File: config.mk
export PLATFORM = sky130hd
export DESIGN_NAME = gcb_deg2turn
export DESIGN_NICKNAME = d
export VERILOG_FILES = /design/src/sv/gcb_pkg.sv /design/src/sv/gcb_deg2turn.sv
export SDC_FILE = /design/constraint.sdc
export NUM_CORES = 1
export LEC_CHECK = 0
export ABC_AREA = 1
export BUFFER_PORTS_ARGS = -buffer_cell sky130_fd_sc_hd__buf_2
export CORE_MARGIN = 1.5
export CORE_UTILIZATION = 30
export CTS_CLUSTER_SIZE = 25
export DETAILED_ROUTE_END_ITERATION = 12
export PLACE_DENSITY = 0.44
export SLEW_MARGIN = 10
export SYNTH_ARGS = -nofsm -noshare
export SYNTH_HDL_FRONTEND = slang
export SYNTH_SLANG_ARGS = --single-unit
File: constraint.sdc
create_clock -name clk -period 6 [get_ports clk]
set_input_delay 1.2 -clock clk [delete_from_list [all_inputs] [get_ports clk]]
set_output_delay 1.2 -clock clk [all_outputs]
set_load 0.02 [all_outputs]
File: src/sv/gcb_pkg.sv
// Shared constants and the CORDIC arctangent table for the bearing pipeline.
`default_nettype none
package gcb_pkg;

    localparam int DEG_W   = 26;
    localparam int TURN_W  = 32;
    localparam int ROT_W   = 34;
    localparam int VEC_W   = 36;
    localparam int QUO_W   = 20;
    localparam int REM_W   = 6;
    localparam int FRAC_W  = 13;
    localparam int LAT_W   = 24;
    localparam int LON_W   = 25;
    localparam int BRG_W   = 9;

    // ceil(2^31 / 45): exact quotient by 45 for values below 2^26.
    localparam logic [25:0] RECIP_45 = 26'd47721859;
    localparam int          RECIP_SH = 31;

    localparam logic signed [ROT_W-1:0] GAIN_Q30 = 34'sd652032874;
    localparam logic signed [TURN_W-1:0] QUARTER_TURN = 32'sd1073741824;

    localparam logic signed [LAT_W-1:0] DEST_LAT_RST = 24'sd1403947;
    localparam logic signed [LON_W-1:0] DEST_LON_RST = 25'sd2610049;

    localparam logic REG_DEST_LAT = 1'b0;
    localparam logic REG_DEST_LON = 1'b1;

    function automatic logic [TURN_W-1:0] atan_turn(input logic [4:0] idx);
        logic [TURN_W-1:0] t;
        unique case (idx)
            5'd0:  t = 32'h20000000;
            5'd1:  t = 32'h12E4051E;
            5'd2:  t = 32'h09FB385B;
            5'd3:  t = 32'h051111D4;
            5'd4:  t = 32'h028B0D43;
            5'd5:  t = 32'h0145D7E1;
            5'd6:  t = 32'h00A2F61E;
            5'd7:  t = 32'h00517C55;
            5'd8:  t = 32'h0028BE53;
            5'd9:  t = 32'h00145F2F;
            5'd10: t = 32'h000A2F98;
            5'd11: t = 32'h000517CC;
            5'd12: t = 32'h00028BE6;
            5'd13: t = 32'h000145F3;
            5'd14: t = 32'h0000A2FA;
            5'd15: t = 32'h0000517D;
            5'd16: t = 32'h000028BE;
            5'd17: t = 32'h0000145F;
            5'd18: t = 32'h00000A30;
            5'd19: t = 32'h00000518;
            5'd20: t = 32'h0000028C;
            5'd21: t = 32'h00000146;
            5'd22: t = 32'h000000A3;
            5'd23: t = 32'h00000051;
            5'd24: t = 32'h00000029;
            5'd25: t = 32'h00000014;
            5'd26: t = 32'h0000000A;
            5'd27: t = 32'h00000005;
            5'd28: t = 32'h00000003;
            5'd29: t = 32'h00000001;
            5'd30: t = 32'h00000001;
            5'd31: t = 32'h00000000;
            default: t = 32'h00000000;
        endcase
        return t;
    endfunction

endpackage
`default_nettype wire

File: src/sv/gcb_deg2turn.sv
// Five-stage conversion of degrees times 65536 into binary turns.
`default_nettype none
module gcb_deg2turn (
    input  wire logic                          clk,
    input  wire logic                          rst_n,
    input  wire logic                          en,
    input  wire logic                          in_valid,
    input  wire logic signed [gcb_pkg::DEG_W-1:0] in_deg,
    output logic                               out_valid,
    output logic [gcb_pkg::TURN_W-1:0]         out_turns
);

    logic [4:0]                    valid_reg;
    logic                          neg_reg [0:3];
    logic [gcb_pkg::DEG_W-1:0]     mag1_reg, mag2_reg;
    logic [gcb_pkg::QUO_W-1:0]     quo2_reg, quo3_reg, quo4_reg;
    logic [gcb_pkg::REM_W-1:0]     rem3_reg;
    logic [gcb_pkg::FRAC_W-1:0]    frac4_reg;
    logic [gcb_pkg::TURN_W-1:0]    turns_reg;

    logic [gcb_pkg::DEG_W-1:0]     mag_next;
    logic [51:0]                   quo_prod;
    logic [44:0]                   frac_prod;
    logic [33:0]                   whole;
    logic [gcb_pkg::TURN_W-1:0]    turns_next;

    always_comb
    begin
        mag_next   = in_deg[gcb_pkg::DEG_W-1] ? 26'(-in_deg) : 26'(in_deg);
        quo_prod   = 52'(mag1_reg) * 52'(gcb_pkg::RECIP_45);
        frac_prod  = 45'({rem3_reg, 13'b0}) * 45'(gcb_pkg::RECIP_45);
        whole      = 34'({quo4_reg, 13'b0}) + 34'(frac4_reg);
        turns_next = neg_reg[3] ? 32'(-whole) : 32'(whole);
    end

    always_ff @(posedge clk or negedge rst_n)
    begin
        if (!rst_n)
        begin
            valid_reg <= '0;
        end
        else if (en)
        begin
            valid_reg <= {valid_reg[3:0], in_valid};
        end
    end

    always_ff @(posedge clk)
    begin
        if (en)
        begin
            neg_reg[0] <= in_deg[gcb_pkg::DEG_W-1];
            neg_reg[1] <= neg_reg[0];
            neg_reg[2] <= neg_reg[1];
            neg_reg[3] <= neg_reg[2];
            mag1_reg   <= mag_next;
            mag2_reg   <= mag1_reg;
            quo2_reg   <= 20'(quo_prod >> gcb_pkg::RECIP_SH);
            quo3_reg   <= quo2_reg;
            rem3_reg   <= 6'(mag2_reg - 26'(quo2_reg) * 26'd45);
            quo4_reg   <= quo3_reg;
            frac4_reg  <= 13'(frac_prod >> gcb_pkg::RECIP_SH);
            turns_reg  <= turns_next;
        end
    end

    assign out_valid = valid_reg[4];
    assign out_turns = turns_reg;

endmodule
`default_nettype wire

==> impl_summary.log <==
[metrics] sum of routed wire length over all layers: 53,400 um
[metrics] global route overflow: 0
[metrics] Tightest Pin Transition: 0.961 ns
[metrics] Final Hold Vio Count: 0
[metrics] Setup CP Type: reg2reg
[metrics] Max transition margin: 35.9%
[metrics] Critical Path Fanout Max: 4
[metrics] critical path arrival: 5.96 ns
[metrics] number of hold-repair buffers added at the cts stage: 0
[metrics] Fin Clk Skew: 0.0105 ns
[metrics] Period Utilization, post-route: 96.1%
[metrics] H-Tree Depth: 4
[metrics] outcome: complete, no violations
[metrics] initial core utilization: 30.5%
[metrics] flip-flop count of the largest register, all copies and words added: 32
[metrics] portion of synthesized cell area occupied by the leading cell type: 22.4%
[metrics] cell seen most often among critical-path stages: inv_1
[metrics] Crit. End Element: flip-flop
[metrics] average routed wire per standard cell: 16.6 um
[metrics] largest buffer count on any clock path: 2
[metrics] final critical delay including setup and external delays: 5.77 ns
[metrics] count of buffers inserted at the top-level ports: 62
[metrics] CTS buffer count: 17
[metrics] die area: 65,900 um^2
[metrics] Final Wtd Congestion: 0.916
[metrics] warning count from the yosys run: 0
[metrics] clock latency on the worst-skew pair: 0.45 ns
[metrics] FP Rows: 92
[metrics] family of cells with the greatest summed delay on the critical path: adder cells
[metrics] post-synth cell types: 39
[metrics] clock tree from TritonCTS: done
[metrics] root buffer cell: clkbuf_16
[metrics] Tot GR Track Use: 16.6%
[metrics] start point of the worst min-delay path: quo3_reg[18]$_DFFE_PP_
[metrics] initial drt markers: 561
[metrics] post-placement worst setup slack: -0.206 ns
[metrics] number of global-route vias before repair: 15,000
[metrics] core region area: 63,300 um^2
[metrics] DR DRC count: 0
[metrics] first drt pass iteration count: 4
[metrics] number of antenna violations at the first check in global routing: 0
[metrics] clock sink total: 149
[metrics] met2 usage: 29.6%
[metrics] fraction of final layout cells with drive strength greater than 1: 14.1%
[metrics] beginning of the critical path: mag1_reg[13]$_DFFE_PP_
[metrics] count of vias placed by the detailed router: 14,200
[metrics] Final setup violation count: 0
[metrics] min setup slack post-route: 0.234 ns
[metrics] combined buffer and inverter count along the critical path: 6
[metrics] post-detailed-route via-to-cell ratio: 4.42
[metrics] number of nets at the end of the flow: 2,917
[metrics] startpoint of the lowest-slack register-to-register path: mag1_reg[13]$_DFFE_PP_
[metrics] f_max: 173 MHz
[metrics] Syn Area/Cell: 8.95 um^2
[metrics] half-perimeter wire length after placement: 47,700 um
[metrics] storage element area: 4450 um^2
[metrics] Die X: 257 um
[metrics] max-cap check violation count: 0
[metrics] post-synth net total: 2,710
[metrics] critical path's slowest cell: fa_1
[metrics] Critical Path, Cell by Cell: ha_4, inv_1, fa_1, inv_1, fa_1, inv_1, fa_1, inv_1, fa_2, fa_1, ha_1, ha_1, buf_4, nand2_2, inv_1, nand3_1, nor2_1, nand3_1, nor3_1, nand2_1, nand4_1, nand2_1
[metrics] synthesized area: 19,300 um^2
[metrics] grt peak-use layer: met2
[metrics] area taken by multi-input logic gates: 13,200 um^2
[metrics] ports placed on the boundary: 63
[metrics] area added between synthesis and finish: 17.6%
[metrics] number of synthesized register bits: 149
[metrics] Gate Count Post-Synth: 2,158
[metrics] startpoint types: flip-flop
[metrics] Die Y: 257 um
[metrics] maximum number of pins on one net before global-route repair: 106
[metrics] Required @ worst endpoint: 6.20 ns
[metrics] CTS clk-pin slew, worst paths: 0.07 ns
[metrics] peak per-stage delay on the critical path: 0.57 ns
[metrics] wire length of the first global-routing pass: 83,900 um
[metrics] final-layout fill cell count: 6,557
[metrics] Antenna Violating Nets Remaining: 0
[metrics] number of slew-limit violations in the final report: 0
[metrics] cell types with the largest area share after synthesis: edfxtp_1, fa_1, ha_1
[metrics] cell accounting for the most synthesized area: edfxtp_1
[metrics] Setup TNS Final: 0 ns
[metrics] Global Route met1 Usage: 20.9%
[metrics] HP Class: reg2reg
[metrics] post-synthesis sequential area ratio: 23.0%
[metrics] number of inserted diodes: 0
[metrics] met3 capacity usage during global routing: 2.17%
## worst register-to-register path, delay by kind of cell (launching register included)
family	cells	cell delay, ns
adder cells (fa/ha/maj)	8	3.59
buffers and inverters	6	0.49
flip-flops	1	0.53
AND/OR/NAND/NOR	8	0.88
## placed cells by master (no fill, tap or decap), types with 8 or more instances in the layout
| cell | count |
|---|---|
| a21oi_2 | 16 |
| nand2_2 | 17 |
| o21bai_1 | 8 |
| nor3_1 | 22 |
| a21oi_1 | 67 |
| fa_1 | 207 |
| ha_4 | 15 |
| buf_2 | 61 |
| inv_1 | 545 |
| nor2_2 | 15 |
| edfxtp_1 | 144 |
| a21o_1 | 13 |
| nand2_1 | 311 |
| o21ai_1 | 13 |
| xnor2_1 | 22 |
| xor2_1 | 68 |
| o21ai_0 | 63 |
| ha_1 | 292 |
| nand4_1 | 31 |
| nand3_1 | 68 |
| nor2_1 | 135 |
| nor2_4 | 12 |
| buf_4 | 135 |
| clkbuf_16 | 17 |
## logic make-up after synthesis
family / share of synthesized area (%)
muxes: 0.0583
and+or+nand+nor: 14.1
DFF: 23.0
AOI/OAI and AO/OA: 5.75
xor gates and xnor gates: 4.26
buffers and inverters: 10.8
adders and majority gates: 42.0
## final timing paths
kind                                       endpoint  slack [ns]  depth (start not counted)
setup / recovery             quo2_reg[15]$_DFFE_PP_        0.23                         22
hold / removal               quo4_reg[18]$_DFFE_PP_        0.42                          0
setup reg to reg             quo2_reg[15]$_DFFE_PP_        0.23                         22
hold reg to reg              quo4_reg[18]$_DFFE_PP_        0.42                          0
max in group asynchronous  valid_reg[2]$_DFFE_PN0P_        5.32                          1
min in group asynchronous  valid_reg[3]$_DFFE_PN0P_        0.55                          1
## layout make-up
type	count	share of cell area, %
multi-input combinational	1453	58.2
sequential	149	19.6
inverter	547	9.04
timing repair buffer	197	5.86
tap	846	4.66
clock buffer	19	1.95
clock inverter	13	0.716
## per-layer routing
metal / part of all wire [%] / wire [um]
met5: 0 / 0
met2: 49 / 26100
met1: 46 / 24400
met4: 2.4 / 1270
met3: 2.9 / 1570
## cells in the mapped netlist (all sizes together)
| library cell | count |
|---|---|
| a21boi | 2 |
| or2 | 6 |
| mux2 | 1 |
| xnor2 | 23 |
| o31ai | 3 |
| o21bai | 9 |
| nand2 | 329 |
| nor3 | 27 |
| fa | 210 |
| buf | 2 |
| nand2b | 2 |
| nand4 | 31 |
| o21ai | 77 |
| ha | 312 |
| edfxtp | 144 |
| nand3 | 68 |
| xor2 | 71 |
| a21oi | 84 |
| o21a | 6 |
| inv | 547 |
| a31o | 1 |
| nand3b | 5 |
| dfrtp | 5 |
| nor4 | 5 |
| o211ai | 2 |
| clkbuf | 7 |
| a21o | 13 |
| nor2 | 162 |
| a31oi | 4 |
## timing repair
item	in CTS	in global routing
endpoints found under the setup margin	17	19
pin swaps	0	17
cloned	0	0
resized for setup	17	82
setup buffers	4	10
## through the flow
stage | hold slack (ns) | utilization [%] | std cells | area (um^2)
3_5_place_dp | 0.405 | 34.1 | 3178 | 21600
3_3_place_gp | 0.402 | 34.1 | 3178 | 21600
4_1_cts | 0.418 | 35.2 | 3214 | 22300
5_1_grt | 0.423 | 35.9 | 3224 | 22700
6_report | 0.417 | 35.9 | 3224 | 22700
2_1_floorplan | 0.400 | - | 2158 | 19300
Power is left out: the tool's default activity adds up to more than one toggle a clock period on the data nets, which glitch-free logic cannot reach.
